===== src/rtl/mptc_pkg.sv =====
package mptc_pkg;

    typedef logic [1:0] op_t;
    localparam op_t OP_TICK     = 2'd0;
    localparam op_t OP_SET_DUTY = 2'd1;
    localparam op_t OP_SET_POS  = 2'd2;

    typedef logic [2:0] reg_idx_t;
    localparam reg_idx_t REG_POLE_CNT     = 3'd0;
    localparam reg_idx_t REG_LEAD_DEG     = 3'd1;
    localparam reg_idx_t REG_DEADBAND     = 3'd2;
    localparam reg_idx_t REG_VEL_TICKS    = 3'd3;
    localparam reg_idx_t REG_VEL_SCALE    = 3'd4;
    localparam reg_idx_t REG_DUTY_LIMIT   = 3'd5;
    localparam reg_idx_t REG_DEFAULT_DUTY = 3'd6;

    localparam int CFG_DATA_W = 16;
    localparam int S_TDATA_W  = 64;
    localparam int S_TUSER_W  = 2;
    localparam int M_TDATA_W  = 112;

    typedef logic [1:0] dir_t;
    localparam dir_t DIR_STOP = 2'b00;
    localparam dir_t DIR_FWD  = 2'b01;
    localparam dir_t DIR_REV  = 2'b11;

    // reciprocal constants for division by constants
    localparam logic [31:0] DIV10K_MAGIC  = 32'd3518437209; // shift 45
    localparam logic [30:0] DIV100_MAGIC  = 31'd1374389535; // shift 37
    localparam logic [25:0] DIV3600_MAGIC = 26'd38177488;   // shift 37, n < 2^25
    localparam logic [9:0]  ELEC_SCALE    = 10'd573;
    localparam logic [11:0] FULL_TURN     = 12'd3600;
    localparam logic [11:0] STEP_SPAN     = 12'd600;

    typedef struct packed {
        logic [3:0]  pole_pair_cnt;
        logic [8:0]  lead_deg;
        logic [15:0] deadband_crad;
        logic [7:0]  vel_update_ticks;
        logic [15:0] vel_scale;
        logic [15:0] duty_limit;
        logic [14:0] default_duty;
    } cfg_t;

    localparam cfg_t CFG_RESET = '{
        pole_pair_cnt:    4'd6,
        lead_deg:         9'd110,
        deadband_crad:    16'd500,
        vel_update_ticks: 8'd5,
        vel_scale:        16'd1000,
        duty_limit:       16'd799,
        default_duty:     15'd150
    };

    typedef struct packed {
        logic accept;
        logic unwrap;
        logic vel;
        logic div;
        logic comm;
        logic scale;
        logic pole;
        logic modq;
        logic load_out;
    } cmd_t;

    function automatic logic [14:0] abs_sat16(input logic [15:0] d);
        logic [15:0] n;
        begin
            n = 16'd0 - d;
            if (d == 16'h8000) begin
                abs_sat16 = 15'h7fff;
            end else if (d[15]) begin
                abs_sat16 = n[14:0];
            end else begin
                abs_sat16 = d[14:0];
            end
        end
    endfunction

    function automatic logic [2:0] hall_of(input logic [2:0] step);
        begin
            case (step)
                3'd0:    hall_of = 3'b110;
                3'd1:    hall_of = 3'b100;
                3'd2:    hall_of = 3'b101;
                3'd3:    hall_of = 3'b001;
                3'd4:    hall_of = 3'b011;
                default: hall_of = 3'b010;
            endcase
        end
    endfunction

endpackage


===== src/rtl/mptc_cfg.sv =====
module mptc_cfg (
    input  logic                 aclk,
    input  logic                 aresetn,
    input  logic                 wr_en,
    input  mptc_pkg::reg_idx_t   wr_index,
    input  logic [15:0]          wr_data,
    output mptc_pkg::cfg_t       cfg
);
    import mptc_pkg::*;

    cfg_t cfg_reg, cfg_next;

    always_comb begin
        cfg_next = cfg_reg;
        if (wr_en) begin
            unique case (wr_index)
                REG_POLE_CNT:     cfg_next.pole_pair_cnt    = wr_data[3:0];
                REG_LEAD_DEG:     cfg_next.lead_deg         = wr_data[8:0];
                REG_DEADBAND:     cfg_next.deadband_crad    = wr_data;
                REG_VEL_TICKS:    cfg_next.vel_update_ticks = wr_data[7:0];
                REG_VEL_SCALE:    cfg_next.vel_scale        = wr_data;
                REG_DUTY_LIMIT:   cfg_next.duty_limit       = wr_data;
                REG_DEFAULT_DUTY: cfg_next.default_duty     = wr_data[14:0];
                default:          cfg_next = cfg_reg;
            endcase
        end
    end

    always_ff @(posedge aclk) begin
        if (!aresetn) begin
            cfg_reg <= CFG_RESET;
        end else begin
            cfg_reg <= cfg_next;
        end
    end

    assign cfg = cfg_reg;

endmodule


===== config.mk =====
export PLATFORM = sky130hd
export DESIGN_NAME = mptc_cfg
export DESIGN_NICKNAME = d
export VERILOG_FILES = /design/src/rtl/mptc_pkg.sv /design/src/rtl/mptc_cfg.sv
export SDC_FILE = /design/constraint.sdc
export NUM_CORES = 1
export LEC_CHECK = 0
export ABC_AREA = 1
export BUFFER_PORTS_ARGS = -buffer_cell sky130_fd_sc_hd__buf_2
export CORE_UTILIZATION = 40
export CTS_CLUSTER_DIAMETER = 60
export DETAILED_ROUTE_END_ITERATION = 10
export PLACE_DENSITY = 0.73
export REMOVE_ABC_BUFFERS = 1
export SLEW_MARGIN = 20
export SYNTH_ARGS = -nofsm -noshare
export SYNTH_HDL_FRONTEND = slang
export SYNTH_SLANG_ARGS = --single-unit

===== constraint.sdc =====
create_clock -name aclk -period 2.1 [get_ports aclk]
set_input_delay 0.315 -clock aclk [delete_from_list [all_inputs] [get_ports aclk]]
set_output_delay 0.315 -clock aclk [all_outputs]
set_load 0.05 [all_outputs]

==> results.cfg <==
[run_status]
status = finished, final reports clean

[synthesis]
ys_ff_latch = 84
synthFlopType = dfxtp_1
avgSynthCellArea_um2 = 7.147
synth_edf_count = 0
synth.distinct_cells = 14
synth_top_cells_by_count = nand2_1 (127), nor2_1 (106), dfxtp_1 (84)
yosys_warnings = 0
syn_inst = 455
async_reset_ff_share_pct = 0
synth_area_mm2 = 0.003252
ys_top_cells_by_area = dfxtp_1 (52%), nand2_1 (15%), nand3_1 (13%)
yosysSeqAreaShare_pct = 51.71
synth_most_common_cell = nand2_1
synth_top_cell_by_area = dfxtp_1
synth_top_area_share_pct = 51.71

[timing]
hold_viol_final = 0
clock_skew_ns = 0
tns_ns = 0
finalSetupViolCount = 0
slew_headroom_pct = 59.61
rsz0062_at_grt = false
tightest_slew_ns = 0.6051
min_period_over_period_pct = 63.93
slew_viol_final = 0
clock.fmax_ghz = 0.7448
fin_crit_ns = 1.343

[floorplanning]
dieArea_mm2 = 0.008494
core_mm2 = 0.007807
die_w_um = 92.17
num_io_pins = 106
die_h_um = 92.17
rows = 32
start_util_pct = 41.65

[layout]
largest_register_ffs = 84
final_util_pct = 52.20
nets = 578
layout-drive-gt1-share_pct = 25.13
finalInstanceArea_mm2 = 0.004075
fillers = 806
antenna_cells = 0
areaGrowthSynthToFinish_pct = 25.32

[critical_path]
crit_path_start_kind = primary input
crit_path_end_kind = flip-flop
critPathMaxStageDelay_ns = 0.47
worstPathArrival_ns = 1.59
reg2reg_slack_ns = 1.47
critPathRequiredTime_ns = 2.35
crit_slowest_cell = inv_1
path_buf_inv = 3
path_cells = buf_2 -> nand2_2 -> inv_1 -> buf_4 -> nand3_1 -> nand2_1 -> nor2_1
crit_fanout = 18
critical_path_class = primary input to flip-flop
cp_top_family = buffers and inverters

[clocking]
cts.sinks = 84
cts_htree_levels = 3
cts_tree = done
cts_root_buffer = clkbuf_8
post_cts_buffers = 0
clk_latency_ns = 0.35
cts_buffers = 9
clk_path_buf_depth = 2
clk_pin_slew_ns = 0.09
cts_resized = 0
hold_buffers = 0

[flow_run]
drv_cap = 0

[pwr]
p_leak_nw = 2.032
powerDensity_mw_per_mm2 = 829.6
ir_drop_uv = 405.8

[placed_design]
globalplace.congestion = 0.8054
placed_area_mm2 = 0.003877
dp_hpwl_um = 6539
io_buffers = 105

[detailed_routing]
vias = 3227
vias_per_cell = 4.867
drc = 0
routedWlPerCell_um = 14.16
drtIter0Drc = 182
finalWirelength_um = 9385
dr.pass1.iters = 4
postRouteAntennaNets = 0

[global_route]
grt_pass1_vias = 3085
grt_pass1_wl_um = 15130
antenna_found_initial = 0
track_usage_pct = 22.98
grt-ovfl-total = 0
grt_max_degree = 31

[worst_hold_path]
hold_class = primary input to flip-flop
cell type report:
cell class                 instances  area, µm²  share of cell area [%]
clock inverter                     7      73.82                   1.811
tap                              102      127.6                   3.132
sequential                        84       1682                   41.26
inverter                          21      78.83                   1.934
clock buffer                       9      123.9                   3.040
timing repair buffer             112      603.1                   14.80
multi-input combinational        328       1386                   34.02
metrics by stage:
| stage | setup WS (ns) | power (mW) | hold WS, ns | std cells |
|---|---|---|---|---|
| after global routing | 0.6629 | 3.513 | 0.2309 | 663 |
| after global placement | 0.4611 | 2.235 | 0.4351 | 647 |
| after floorplan | 0.6366 | 2.066 | 0.3996 | 433 |
| final | 0.7574 | 3.381 | 0.2214 | 663 |
| after CTS | 0.7730 | 3.399 | 0.2183 | 663 |
| after detailed placement | 0.4119 | 2.246 | 0.4440 | 647 |
metal layers:
layer  vias up  GRT usage, %  part of all wire [%]
li1       1622             -                     -
met1      1497         30.18                    44
met2       101         37.62                    49
met3         7         4.478                   6.2
met4         0         7.943                  0.97
met5         -             0                     0
where the power goes:
group	internal, mW	switching, mW
sequential	1.65	0.0300
combinational	0.126	0.405
clock	0.556	0.615
placed cells by master, fill, tap and decap left out, drive strengths merged:
cell      netlist  routed
inv            21      23
buf            20     112
bufinv          0       1
nand3          83      83
dfxtp          84      84
nand3b          1       1
clkbuf          2       9
nor2          115     115
nand2         129     129
clkinv          0       3
clkinvlp        0       1
kinds of logic after synthesis:
logic type             Yosys count  share of synthesized area [%]
buffers and inverters           43                          5.656
DFF                             84                          51.71
and+or+nand+nor                328                          42.63
worst register-to-register path: stages (launching register included):
cell and delay [ns]:
dfxtp_1 0.34, nand2_1 0.07, nand3_1 0.08
worst paths after layout:
path                            cells past startpoint                   end                  from
worst max register to register                      2  cfg[40]$_SDFFE_PN1P_  cfg[40]$_SDFFE_PN1P_
worst min-delay path                                3  cfg[60]$_SDFFE_PN1P_            wr_data[5]
worst max-delay path                                7  cfg[32]$_SDFFE_PN0P_           wr_index[2]
worst min register to register                      2  cfg[47]$_SDFFE_PN1P_  cfg[47]$_SDFFE_PN1P_
Note: power is estimated with default switching activity, not from simulation.
