File: src/rtl/mptc_pkg.sv
package mptc_pkg;

    typedef logic [1:0] op_t;
    localparam op_t OP_TICK     = 2'd0;
    localparam op_t OP_SET_DUTY = 2'd1;
    localparam op_t OP_SET_POS  = 2'd2;

    typedef logic [2:0] reg_idx_t;
    localparam reg_idx_t REG_POLE_CNT     = 3'd0;
    localparam reg_idx_t REG_LEAD_DEG     = 3'd1;
    localparam reg_idx_t REG_DEADBAND     = 3'd2;
    localparam reg_idx_t REG_VEL_TICKS    = 3'd3;
    localparam reg_idx_t REG_VEL_SCALE    = 3'd4;
    localparam reg_idx_t REG_DUTY_LIMIT   = 3'd5;
    localparam reg_idx_t REG_DEFAULT_DUTY = 3'd6;

    localparam int CFG_DATA_W = 16;
    localparam int S_TDATA_W  = 64;
    localparam int S_TUSER_W  = 2;
    localparam int M_TDATA_W  = 112;

    typedef logic [1:0] dir_t;
    localparam dir_t DIR_STOP = 2'b00;
    localparam dir_t DIR_FWD  = 2'b01;
    localparam dir_t DIR_REV  = 2'b11;

    // reciprocal constants for division by constants
    localparam logic [31:0] DIV10K_MAGIC  = 32'd3518437209; // shift 45
    localparam logic [30:0] DIV100_MAGIC  = 31'd1374389535; // shift 37
    localparam logic [25:0] DIV3600_MAGIC = 26'd38177488;   // shift 37, n < 2^25
    localparam logic [9:0]  ELEC_SCALE    = 10'd573;
    localparam logic [11:0] FULL_TURN     = 12'd3600;
    localparam logic [11:0] STEP_SPAN     = 12'd600;

    typedef struct packed {
        logic [3:0]  pole_pair_cnt;
        logic [8:0]  lead_deg;
        logic [15:0] deadband_crad;
        logic [7:0]  vel_update_ticks;
        logic [15:0] vel_scale;
        logic [15:0] duty_limit;
        logic [14:0] default_duty;
    } cfg_t;

    localparam cfg_t CFG_RESET = '{
        pole_pair_cnt:    4'd6,
        lead_deg:         9'd110,
        deadband_crad:    16'd500,
        vel_update_ticks: 8'd5,
        vel_scale:        16'd1000,
        duty_limit:       16'd799,
        default_duty:     15'd150
    };

    typedef struct packed {
        logic accept;
        logic unwrap;
        logic vel;
        logic div;
        logic comm;
        logic scale;
        logic pole;
        logic modq;
        logic load_out;
    } cmd_t;

    function automatic logic [14:0] abs_sat16(input logic [15:0] d);
        logic [15:0] n;
        begin
            n = 16'd0 - d;
            if (d == 16'h8000) begin
                abs_sat16 = 15'h7fff;
            end else if (d[15]) begin
                abs_sat16 = n[14:0];
            end else begin
                abs_sat16 = d[14:0];
            end
        end
    endfunction

    function automatic logic [2:0] hall_of(input logic [2:0] step);
        begin
            case (step)
                3'd0:    hall_of = 3'b110;
                3'd1:    hall_of = 3'b100;
                3'd2:    hall_of = 3'b101;
                3'd3:    hall_of = 3'b001;
                3'd4:    hall_of = 3'b011;
                default: hall_of = 3'b010;
            endcase
        end
    endfunction

endpackage

File: src/rtl/mptc_ctrl.sv
module mptc_ctrl (
    input  logic            aclk,
    input  logic            aresetn,
    input  logic            s_tvalid,
    input  mptc_pkg::op_t   op,
    output logic            s_tready,
    output logic            m_tvalid,
    input  logic            m_tready,
    output mptc_pkg::cmd_t  cmd
);
    import mptc_pkg::*;

    typedef enum logic [3:0] {
        ST_IDLE,
        ST_UNWRAP,
        ST_VEL,
        ST_DIV,
        ST_COMM,
        ST_SCALE,
        ST_POLE,
        ST_MODQ,
        ST_STEP
    } state_t;

    state_t state_reg, state_next;
    logic   m_tvalid_reg, m_tvalid_next;
    logic   out_free;

    assign out_free = !m_tvalid_reg || m_tready;

    always_comb begin
        cmd          = '0;
        cmd.accept   = s_tvalid && (state_reg == ST_IDLE);
        cmd.unwrap   = (state_reg == ST_UNWRAP);
        cmd.vel      = (state_reg == ST_VEL);
        cmd.div      = (state_reg == ST_DIV);
        cmd.comm     = (state_reg == ST_COMM);
        cmd.scale    = (state_reg == ST_SCALE);
        cmd.pole     = (state_reg == ST_POLE);
        cmd.modq     = (state_reg == ST_MODQ);
        cmd.load_out = (state_reg == ST_STEP) && out_free;
    end

    always_comb begin
        state_next = state_reg;
        unique case (state_reg)
            ST_IDLE: begin
                if (s_tvalid && op == OP_TICK) begin
                    state_next = ST_UNWRAP;
                end
            end
            ST_UNWRAP: state_next = ST_VEL;
            ST_VEL:    state_next = ST_DIV;
            ST_DIV:    state_next = ST_COMM;
            ST_COMM:   state_next = ST_SCALE;
            ST_SCALE:  state_next = ST_POLE;
            ST_POLE:   state_next = ST_MODQ;
            ST_MODQ:   state_next = ST_STEP;
            ST_STEP: begin
                if (out_free) begin
                    state_next = ST_IDLE;
                end
            end
            default:   state_next = ST_IDLE;
        endcase
        m_tvalid_next = (m_tvalid_reg && !m_tready) || cmd.load_out;
    end

    always_ff @(posedge aclk) begin
        if (!aresetn) begin
            state_reg    <= ST_IDLE;
            m_tvalid_reg <= 1'b0;
        end else begin
            state_reg    <= state_next;
            m_tvalid_reg <= m_tvalid_next;
        end
    end

    assign s_tready = (state_reg == ST_IDLE);
    assign m_tvalid = m_tvalid_reg;

`ifndef SYNTHESIS
    a_tick_starts: assert property (@(posedge aclk) disable iff (!aresetn)
        (s_tvalid && s_tready && op == OP_TICK) |=> state_reg == ST_UNWRAP)
        else $error("tick item did not start the sequence");

    a_set_stays_idle: assert property (@(posedge aclk) disable iff (!aresetn)
        (s_tvalid && s_tready && op != OP_TICK) |=> state_reg == ST_IDLE)
        else $error("set command left idle");

    a_step_waits: assert property (@(posedge aclk) disable iff (!aresetn)
        (state_reg == ST_STEP && m_tvalid_reg && !m_tready)
        |=> (state_reg == ST_STEP && m_tvalid_reg))
        else $error("result dropped while output stalled");

    a_one_cmd: assert property (@(posedge aclk) disable iff (!aresetn)
        $onehot0({cmd.accept, cmd.unwrap, cmd.vel, cmd.div, cmd.comm,
                  cmd.scale, cmd.pole, cmd.modq, cmd.load_out}))
        else $error("more than one datapath command");
`endif

endmodule

File: config.mk
export PLATFORM = sky130hd
export DESIGN_NAME = mptc_ctrl
export DESIGN_NICKNAME = d
export VERILOG_FILES = /design/src/rtl/mptc_pkg.sv /design/src/rtl/mptc_ctrl.sv
export SDC_FILE = /design/constraint.sdc
export NUM_CORES = 1
export LEC_CHECK = 0
export ABC_CLOCK_PERIOD_IN_PS = 1250
export BUFFER_PORTS_ARGS = -buffer_cell sky130_fd_sc_hd__buf_2
export CAP_MARGIN = 20
export CORE_AREA = 4 4 41 43
export DETAILED_ROUTE_END_ITERATION = 7
export DIE_AREA = 0 0 45 47
export SYNTH_ARGS = -nofsm -noshare
export SYNTH_HDL_FRONTEND = slang
export SYNTH_SLANG_ARGS = --single-unit
File: constraint.sdc
create_clock -name aclk -period 1.25 [get_ports aclk]
set_clock_uncertainty 0.05 [all_clocks]
set_input_delay 0.25 -clock aclk [delete_from_list [all_inputs] [get_ports aclk]]
set_output_delay 0.25 -clock aclk [all_outputs]
set_load 0.01 [all_outputs]
==> run summary, run 1 <==
* 0 — hold violation total from the final report
* 2 — worst-path fanout max
* finished with violations — run status
* 0 — max-slew violation total from the final report
* 5 — Synth Register Bits
* 0.226 — clock network fraction of total power
* 0.338 — sequential area share after synthesis
* 0.0885 — GRT Util Overall
* 783 µm — wire length after detailed routing
* 0.248 — sequential group share of total power
* 1300 µm² — area inside the core boundary
* flop — kind of launch point of the worst setup path
* 2 — Max Buffers Root-to-Sink
* 0.719 — fraction of final layout cells with drive strength greater than 1
* flop to output pin — kind of critical path
* true — setup repair after global routing missed its margin
* 0 — number of violations of the max-capacitance limit
* 240 ps — insertion delay of the later-clocked pin in the worst-skew pair
* 0.617 GHz — Max Clk Rate
* 0 — Post-synth EDFFs
* 94.1% — relative area change from synthesis to final layout
* 47 µm — die height
* 16 — Port Buf Inserts
* 0 — Synth async-reset ratio
* 79 — number of cells in the finished layout apart from fillers
* input port to flop — path type of the worst min-delay path
* 0.846 — Slew Limit Headroom
* 40 ps — clock-pin slew on the worst setup and hold paths
* state_reg[3] — capturing point of the worst reg2reg path
* 273 µW — switching power of the nets
* 8.47 µm² — mean post-synth cell area
* 1.30 — Tcrit/Tclk final
* 536 µW — internal power
* 9 — maximum number of pins on one net before global-route repair
* dfxtp_1 — dominant register cell in the synthesized netlist
* 297 µm² — cell area after synthesis
* 45 µm — chip width
* 0.337 — switching power as a share of total power
* cmd[0] — critical path capture point
* 1620 ps — Tmin final
* 73 — number of placed instances with taps included
* 0 — number of remaining DRC errors
* 5 — CTS Sinks
* -120 ps — setup slack of the worst register-to-register path
* 6 x nor2_1, 5 x dfxtp_1, 5 x nor3_1 — leading post-synthesis cells by instance count
* setup timing — violated checks
* clkbuf_4 — Root Driver
* 0 — number of violations reported at the end of detailed-routing iteration 0
* 9.91 µm — routed wirelength normalized by instance count
* 950 ps — required time at the worst-slack endpoint
* 3 — total clock buffers created by CTS
* 0.228 — initial core utilization
* dfxtp_1 34%, nand2b_1 8.4%, nor3_1 8.4% — main area contributors after synthesis
* 0.527 — combinational share of power
* 229 ps — Slew @ Worst Pin
* yes — CTS tree
* 0 — residual overflow from global routing
* 13 — number of rows in the core area
* 41 — synthesized net count
* 17 — num ports
* 327 — vias in the first global route
* output pin — Crit. End Element
* state_reg[0] — worst r2r src
* 1320 ps — Crit path arrival time
* 809 µW — sum of internal, switching and leakage power
* 71 — final net count
* 12 — Finish-stage setup viols
* 0 — antenna diode count
* 0 — Routed Antenna Nets
* 1 — First-pass DRT Iterations
* 4.25 — number of vias per cell
* 0.338 — proportion of netlist area held by the largest area contributor
* 0.301 nW — leakage component of the power
* 4 — flip-flop count of the largest register, all copies and words added
* 1290 µm — wire length of the first global-routing pass
* 2120 µm² — area of the die
* 0 — Synth Warn #
* 4 — R2R depth
* dfxtp_1 — cell type with the largest total area after synthesis
* 757 µV — largest voltage drop on the vdd net
* nor2_1 — count leader, synth
* 0 — number of antenna violations at the first check in global routing
* -372 ps — final worst setup slack
* 336 — total vias in the final route
* 17 — number of different library cells in the post-synthesis netlist
* 35 — cell count after synthesis
* 1410 nW/µm² — pwr dens
* 590 µm — post-DP HPWL
* state_reg[0] — CP startpoint
* 0.667 — placer's final routability congestion estimate
* 0 — Post-CTS Hold Buffers
* 2 — WHS Path Cells
* 1 — level count of the clock H-tree
==> layer usage <==
layer	vias to the layer above	GRT usage	share of wire
met3	3	0.0115	0.069
met5	-	0	0
met4	0	0.105	0.038
li1	175	-	-
met1	142	0.0979	0.40
met2	16	0.136	0.49
==> layout make-up <==
type | count | area (µm²)
clock buffers | 4 | 26.3
well taps | 15 | 18.8
repair buffers | 27 | 180
multi-input cells | 28 | 246
flip-flops and latches | 5 | 104
fillers | 152 | 726
==> logic make-up (layout without fill, tap and decap cells) <==
family,count (synthesis),count (layout),share of synthesized area
AND/OR/NAND/NOR,23,23,0.456
XOR/XNOR,2,2,0.0591
AO/OA/AOI/OAI,3,3,0.0928
buffers and inverters,2,31,0.0548
flip-flops,5,5,0.338
==> power by group through the flow <==
stage	sequential [mW]	combinational [mW]	clock, mW
2_1_floorplan	0.194	0.207	0
3_3_place_gp	0.196	0.342	0
3_5_place_dp	0.199	0.342	0
4_1_cts	0.199	0.395	0.193
5_1_grt	0.203	0.476	0.205
6_report	0.200	0.426	0.182
==> critical path, cell delays in order (launching register included) <==
cell and delay (ps):
dfxtp_2 310, or4b_4 550, nor2b_4 120, buf_6 100
==> layout by cell type, fill, tap and decap left out <==
cell       n
or4b_4     1
a21boi_2   1
nor4_4     1
o22ai_2    1
nor3_2     4
and3b_1    1
or2b_4     1
nand2b_4   2
buf_6      4
nor2_1     6
xnor2_1    1
a21boi_1   1
xor2_1     1
buf_4      8
nand2_4    1
nor2b_4    1
clkbuf_1   1
and2_1     1
buf_2     15
clkbuf_4   3
nor3_1     1
dfxtp_1    2
dfxtp_2    3
nand2b_1   2
nand2_1    1
==> through the flow <==
stage	setup WS, ps	hold WS (ps)	TNS (ps)	util	cell area, µm²
finish	-372	232	-2620	0.442	576
global route	-410	226	-3480	0.442	576
CTS	-390	228	-3060	0.422	549
detailed placement	-135	484	-759	0.353	459
global placement	-118	477	-583	0.353	459
floorplan	-160	353	-376	-	309
==> worst min-delay path by stage <==
stage | slack [ps] | endpoint | startpoint
2_1_floorplan | 350 | m_tvalid | aresetn
3_3_place_gp | 480 | m_tvalid | aresetn
3_5_place_dp | 480 | state_reg[3] | aresetn
4_1_cts | 230 | state_reg[3] | aresetn
5_1_grt | 230 | m_tvalid | aresetn
6_report | 230 | m_tvalid | aresetn
==> timing repair <==
item | 4_1_cts | 5_1_grt
pin swaps | 3 | 5
endpoints found under the setup margin | 13 | 13
gates resized for setup | 12 | 5
setup buffers | 2 | 0
No activity file was read; power rests on OpenSTA's default activity.
==> run 2, diff against run 1 <==
Settings changed: ABC_AREA set to 1.
==> run 2 against run 1 <==
  * The flow still finishes with violations (setup timing)
  * Design area rose by 10%
  * Global-route usage rose by 1.5 points
  * Die area did not move
  * Final cell count rose by 32%
  * Worst setup slack improved by 210 ps
  * Clock power barely moved
  * First-iteration DRC count rose by 1
  * Critical endpoint is now cmd[7]
==> run summary, run 2 <==
* 104% — relative area change from synthesis to final layout
* 0.347 — switching power as a share of total power, +0.0102
* 0.323 — proportion of netlist area held by the largest area contributor, -0.0150
* 7 — maximum number of pins on one net before global-route repair, -2
* 3 — total clock buffers created by CTS, unchanged
* 40 ps — clock-pin slew on the worst setup and hold paths, about the same
* 0 — max-slew violation total from the final report, unchanged
* 2 — Max Buffers Root-to-Sink, unchanged
* simple AND/OR/NAND/NOR gates — dominant combinational cell family by area after synthesis
* 0 — number of violations of the max-capacitance limit, unchanged
* 96 — final net count, +35%
* 230 ps — insertion delay of the later-clocked pin in the worst-skew pair, about the same
* setup timing — violated checks
* 86 — number of placed instances with taps included, +18%
* 650 µW — sum of internal, switching and leakage power, -20%
* 5 — worst-path fanout max, +3
* 0.326 — sequential group share of total power, +0.078
* 0 — antenna diode count, unchanged
* 11 — number of different library cells in the post-synthesis netlist, -6
* 1110 µm — wire length after detailed routing, +42%
* flop to output pin — kind of critical path
* 424 µW — internal power, -21%
* 2 — First-pass DRT Iterations, +1
* 7 — R2R depth, +3
* 0 — Post-CTS Hold Buffers, unchanged
* output pin — Crit. End Element
* 10 — Finish-stage setup viols, -2
* 0.488 — utilization after layout, +0.0452
* 950 ps — required time at the worst-slack endpoint, about the same
* 17 — num ports, unchanged
* 4 — flip-flop count of the largest register, all copies and words added, unchanged
* 0 — Synth Warn #, unchanged
* 0.238 — initial core utilization, +0.0106
* 226 µW — switching power of the nets, -17%
* 0.415 — share of synthesized cell area in and, or, nand and nor gates, -0.0404
* 0.0806 — fraction of the mapped netlist area in compound gates, -0.0122
* 634 µm² — Layout Cell Area excl Fill, +10%
* 369 — vias in the first global route, +13%
* 1 — number of violations reported at the end of detailed-routing iteration 0, +1
* state_reg[0] — capturing point of the worst reg2reg path
* 0 — hold violation total from the final report, unchanged
* 0 — multiplexer share of the synthesized area, unchanged
* 47 µm — die height, unchanged
* 0 — Adder-Cell Fraction of Synth Area, unchanged
* 424 µm² — area after detailed placement, -7.6%
* dfxtp_1 32%, inv_1 18%, nor2_1 17% — main area contributors after synthesis
* 0.733 — placer's final routability congestion estimate, +10%
* clkbuf_4 — Root Driver
* 310 µm² — cell area after synthesis, +4.6%
* aresetn — launch point of the worst hold path
* 3 — WHS Path Cells, +1
* 0.709 GHz — Max Clk Rate, +15%
* 0.685 — fraction of final layout cells with drive strength greater than 1, -0.0334
* 104 — number of cells in the finished layout apart from fillers, +32%
* -1310 ps — Setup Total Neg Slack, +1320 ps
* 15 x inv_1, 14 x nor2_1, 7 x nand2_1 — leading post-synthesis cells by instance count
* 4.18 — number of vias per cell, -1.7%
* 0 — Routed Antenna Nets, unchanged
* 16 — Port Buf Inserts, unchanged
* dfxtp_1 — dominant register cell in the synthesized netlist
* buf_2 — most common cell after layout, fill and taps aside
* 1 — level count of the clock H-tree, unchanged
* 5 — Synth Register Bits, unchanged
* 5.85 µm² — mean post-synth cell area, -31%
* 0 — number of remaining DRC errors, unchanged
* 0 — number of antenna violations at the first check in global routing, unchanged
* 10.7 µm — routed wirelength normalized by instance count, +8.0%
* 45 µm — chip width, unchanged
* 1410 ps — Tmin final, -211 ps
* dfxtp_1 — cell type with the largest total area after synthesis
* input port to flop — path type of the worst min-delay path
* 53 — cell count after synthesis, +51%
* 0.397 — combinational share of power, -0.130
* 598 µm — post-DP HPWL, +1.3%
* -161 ps — final worst setup slack, +211 ps
* 0.323 — sequential area share after synthesis, -0.0150
* inv_1 — count leader, synth
* 70 ps — setup slack of the worst register-to-register path, +190 ps
* 5 — CTS Sinks, unchanged
* 0 — residual overflow from global routing, unchanged
* 435 — total vias in the final route, +29%
* 1550 µm — wire length of the first global-routing pass, +20%
* 0.856 — Slew Limit Headroom, +0.00982
* 0.277 — clock network fraction of total power, +0.051
* 482 µV — largest voltage drop on the vdd net, -36%
* flop — kind of launch point of the worst setup path
* 15 x buf_2, 14 x buf_4, 11 x nor2_1 — most frequent cells in the layout
* 13 — number of rows in the core area, unchanged
* finished with violations — run status
* 216 ps — Slew @ Worst Pin, -13.8 ps
* 1030 nW/µm² — pwr dens, -27%
* 2120 µm² — area of the die, unchanged
* state_reg[2] — worst r2r src
* state_reg[2] — Hold EP
* 135 — total of fill cells in the finished design, -11%
* 0 — parity-gate share of the synthesized area counting xor and xnor cells, -0.0591
* 0 — Synth async-reset ratio, unchanged
* 59 — synthesized net count, +44%
* true — setup repair after global routing missed its margin
* 1110 ps — Crit path arrival time, -210 ps
* 1.13 — Tcrit/Tclk final, -0.169
* 0.360 nW — leakage component of the power, +20%
* yes — CTS tree
* 0.103 — GRT Util Overall, +0.0149
* 1300 µm² — area inside the core boundary, unchanged
* 0 — Post-synth EDFFs, unchanged
==> run 2: cell types whose count changed after synthesis, moves of 4 or more <==
cell and change:
nor3_1 -4, nor2_1 +8, nand2_1 +5, inv_1 +15, nand2b_1 -4, nor2_2 +4
==> run 2: power groups by stage <==
stage / logic (mW) / clock network [mW] / registers, mW
after floorplan: 0.103 / 0 / 0.192
after global routing: 0.277 / 0.203 / 0.213
after global placement: 0.166 / 0 / 0.197
after detailed placement: 0.168 / 0 / 0.199
after CTS: 0.208 / 0.191 / 0.207
final: 0.258 / 0.180 / 0.212
==> run 2: logic make-up (layout without fill, tap and decap cells) <==
kind of cell,after synthesis,count (layout)
AOI/OAI and AO/OA,4,4
and+or+nand+nor,29,29
DFF,5,5
buffers and inverters,15,51
==> run 2: area by class of cell <==
cell class | count | area, µm² | share of cell area
Tap cell | 15 | 18.8 | 0.0296
Multi-Input combinational cell | 33 | 206 | 0.325
Clock buffer | 4 | 26.3 | 0.0414
Inverter | 15 | 56.3 | 0.0888
Sequential cell | 5 | 113 | 0.178
Timing Repair Buffer | 32 | 214 | 0.337
==> run 2: critical path, cell delays in order, from the launching register on <==
cell and delay (ps):
dfxtp_2 330, buf_6 120, nor2_4 150, inv_2 60, nor2_1 80, buf_2 130
==> run 2: metal layers <==
layer / routed length [µm] / global-route usage / part of all wire
met4: 0 / 0.0526 / 0
met5: 0 / 0 / 0
met2: 654 / 0.203 / 0.59
met1: 391 / 0.0977 / 0.35
met3: 66 / 0.0268 / 0.059
==> run 2: per-stage QoR <==
| step | hold slack, ps | setup slack, ps |
|---|---|---|
| after floorplan | 383 | 79.4 |
| after global placement | 494 | 59.8 |
| after detailed placement | 498 | 37.6 |
| after CTS | 247 | -166 |
| after global routing | 288 | -234 |
| final | 271 | -161 |
==> run 2: timing repair <==
action | in CTS | in global routing
pin swaps | 7 | 8
gates resized for setup | 22 | 11
endpoints found under the setup margin | 10 | 10
setup buffers | 8 | 6
==> run 2: worst max-delay path by stage <==
stage | slack [ps] | endpoint | startpoint
floorplan | 80 | cmd[4] | state_reg[2]
global placement | 60 | cmd[4] | state_reg[2]
detailed placement | 40 | cmd[4] | state_reg[2]
CTS | -170 | cmd[4] | state_reg[2]
global route | -230 | cmd[8] | state_reg[2]
finish | -160 | cmd[7] | state_reg[2]
==> run 3, diff against run 2 <==
Settings changed: ABC_CLOCK_PERIOD_IN_PS 1250 to 1100, CORE_AREA 4 4 41 43 to 2 2 39 41, DIE_AREA 0 0 45 47 to 0 0 41 43.
Clock period 1.25 ns to 1.1 ns, I/O delays scaled along.
==> run 3 against run 2 <==
  * The flow still finishes with violations (setup timing)
  * Clock power grew 16%
  * Total power grew 17%
  * Worst setup slack lost 100 ps
  * Sequential power grew 14%
  * Combinational power grew 21%
  * Global-route usage is essentially flat
  * Via count shrank 1.4%
  * Sequential share of layout area grew 0.80 points
  * Routed wire length shrank 15%
  * Critical path depth is the same
  * Final cell count shrank 0.96%
  * Critical path type unchanged
  * Largest power group unchanged
==> run summary, run 3 (same netlist as run 2, synthesis figures left out) <==
* finished with violations — run status
* setup timing — violated checks
* 40 ps — setup slack of the worst register-to-register path, -30 ps
* 476 µm — Detail Route met2 WL, -27%
* -2230 ps — Setup Total Neg Slack, -919 ps
* 16 — Port Buf Inserts, unchanged
* 0 — number of remaining DRC errors, unchanged
* clkbuf_4 — Root Driver
* 0.690 — fraction of final layout cells with drive strength greater than 1, +0.00426
* 0.863 — Slew Limit Headroom, +0.00723
* 205 ps — Slew @ Worst Pin, -10.8 ps
* 17 — num ports, unchanged
* 357 — vias in the first global route, -3.3%
* 6 — worst-path fanout max, +1
* dfxtp_4 — cell at the slowest stage of the critical path
* 0.732 GHz — Max Clk Rate
* 1760 µm² — area of the die, -17%
* 0 — number of violations of the max-capacitance limit, unchanged
* 0 — residual overflow from global routing, unchanged
* met3 — highest routing layer actually used
* 1.24 — Tcrit/Tclk final
* state_reg[1] — capturing point of the worst reg2reg path
* output pin — Crit. End Element
* 0.683 — placer's final routability congestion estimate, -6.9%
* 15 x buf_2, 14 x buf_4, 11 x nor2_1 — most frequent cells in the layout
* 0 — Routed Antenna Nets, unchanged
* 1280 µm — wire length of the first global-routing pass, -18%
* 1380 µm² — area inside the core boundary, +6.3%
* 65 µm — detailed-routed wire length on met3, -1.5%
* 0 — antenna diode count, unchanged
* 4.17 — number of vias per cell, -0.42%
* 0.224 — initial core utilization, -0.0142
* 240 ps — insertion delay of the later-clocked pin in the worst-skew pair, about the same
* 7 — maximum number of pins on one net before global-route repair, unchanged
* 941 µm — wire length after detailed routing, -15%
* 4 — flip-flop count of the largest register, all copies and words added, unchanged
* state_reg[1] — worst r2r src
* 3 — total clock buffers created by CTS, unchanged
* 5 — CTS Sinks, unchanged
* 0 — max-slew violation total from the final report, unchanged
* 14 — number of rows in the core area, +1
* cmd[7] — critical path capture point
* 2 — number of violations reported at the end of detailed-routing iteration 0, +1
* 100% — relative area change from synthesis to final layout
* flop to output pin — kind of critical path
* buf_2 — most common cell after layout, fill and taps aside
* 103 — number of cells in the finished layout apart from fillers, -0.96%
* 4 — First-pass DRT Iterations, +2
* inv_4 > nor2_4 > inv_2 > nor2_2 > buf_2 — critical path cell sequence
* 0 — Post-CTS Hold Buffers, unchanged
* 43 µm — die height, -8.5%
* 621 µm² — Layout Cell Area excl Fill, -2.2%
* 6 — R2R depth, -1
* -87.0 ps — post-placement setup slack, -125 ps
* true — setup repair after global routing missed its margin
* 429 — total vias in the final route, -1.4%
* 568 µV — largest voltage drop on the vdd net, +18%
* 0.104 — GRT Util Overall, about the same
* 9.14 µm — routed wirelength normalized by instance count, -15%
* 2 — Max Buffers Root-to-Sink, unchanged
* flop — kind of launch point of the worst setup path
* 10 — Finish-stage setup viols, unchanged
* 41 µm — chip width, -8.9%
* 596 µm — post-DP HPWL, -0.37%
* 94 — final net count, -2.1%
* 410 ps — Largest stage delay, worst path, +80 ps
* 226 ps — worst hold margin, -45.4 ps
* 468 µm² — area after detailed placement, +10%
* 1100 ps — Crit path arrival time, about the same
* input port to flop — path type of the worst min-delay path
* 1230 nW/µm² — pwr dens, +20%
* 0 — number of antenna violations at the first check in global routing, unchanged
* 1370 ps — Tmin final
* 1 — level count of the clock H-tree, unchanged
* state_reg[0] — CP startpoint
* 0 — hold violation total from the final report, unchanged
* 830 ps — required time at the worst-slack endpoint, -120 ps
* 92 — number of placed instances with taps included, +7.0%
* yes — CTS tree
* -265 ps — final worst setup slack, -104 ps
* 399 µm — routed metal-1 wirelength, +2.0%
* 0.336 nW — leakage component of the power, -6.8%
* 40 ps — clock-pin slew on the worst setup and hold paths, about the same
-- run 3: changes by cell type in the layout (fill, tap and decap cells not counted) --
cell	before	now
dfxtp_4	3	4
nand3_1	2	1
inv_1	5	6
nand2_1	5	4
inv_2	10	8
inv_4	0	1
buf_6	3	1
nand3_2	1	2
dfxtp_2	1	0
nand2_2	1	3
nand2_4	1	0
-- run 3: timing repair --
item                                    CTS  global route
pin swaps                                 6             8
buffers inserted                          5             2
resized for setup                        19            13
endpoints found under the setup margin   10            11
-- run 3: where the power goes --
group / switching, mW / total (mW) / internal [mW]
clock network: 0.0724 / 0.209 / 0.137
logic: 0.153 / 0.311 / 0.158
registers: 0.0428 / 0.242 / 0.199
total: 0.268 / 0.763 / 0.494
-- run 3: cell type report --
class	instances	area [µm²]
Sequential cell	5	115
Clock buffer	4	26.3
Fill cell	140	763
Timing Repair Buffer	30	191
Inverter	15	58.8
Tap cell	16	20.0
Multi-Input combinational cell	33	209
-- run 3: per-layer routing --
layer | vias up | track usage
met5 | - | 0
met4 | 0 | 0.0400
met3 | 0 | 0.0314
met2 | 13 | 0.166
met1 | 193 | 0.123
li1 | 223 | -
-- run 3: critical path, delay by kind of cell, from the launching register on --
| family | cells | cell delay, ps |
|---|---|---|
| flip-flops | 1 | 410 |
| buffers and inverters | 3 | 230 |
| AND/OR/NAND/NOR | 2 | 220 |
-- run 3: how the worst min path moves through the flow --
stage,from,end,slack (ps),cells past startpoint
after floorplan,aresetn,m_tvalid,350,2
after global placement,aresetn,state_reg[1],480,3
after detailed placement,aresetn,state_reg[3],480,3
after CTS,aresetn,state_reg[0],230,3
after global routing,aresetn,state_reg[1],250,3
final,aresetn,state_reg[0],230,3
-- run 3: per-stage QoR --
stage	utilization	power, mW
after CTS	0.417	0.706
final	0.448	0.763
after global placement	0.338	0.435
after detailed placement	0.338	0.439
after floorplan	-	0.337
after global routing	0.448	0.814
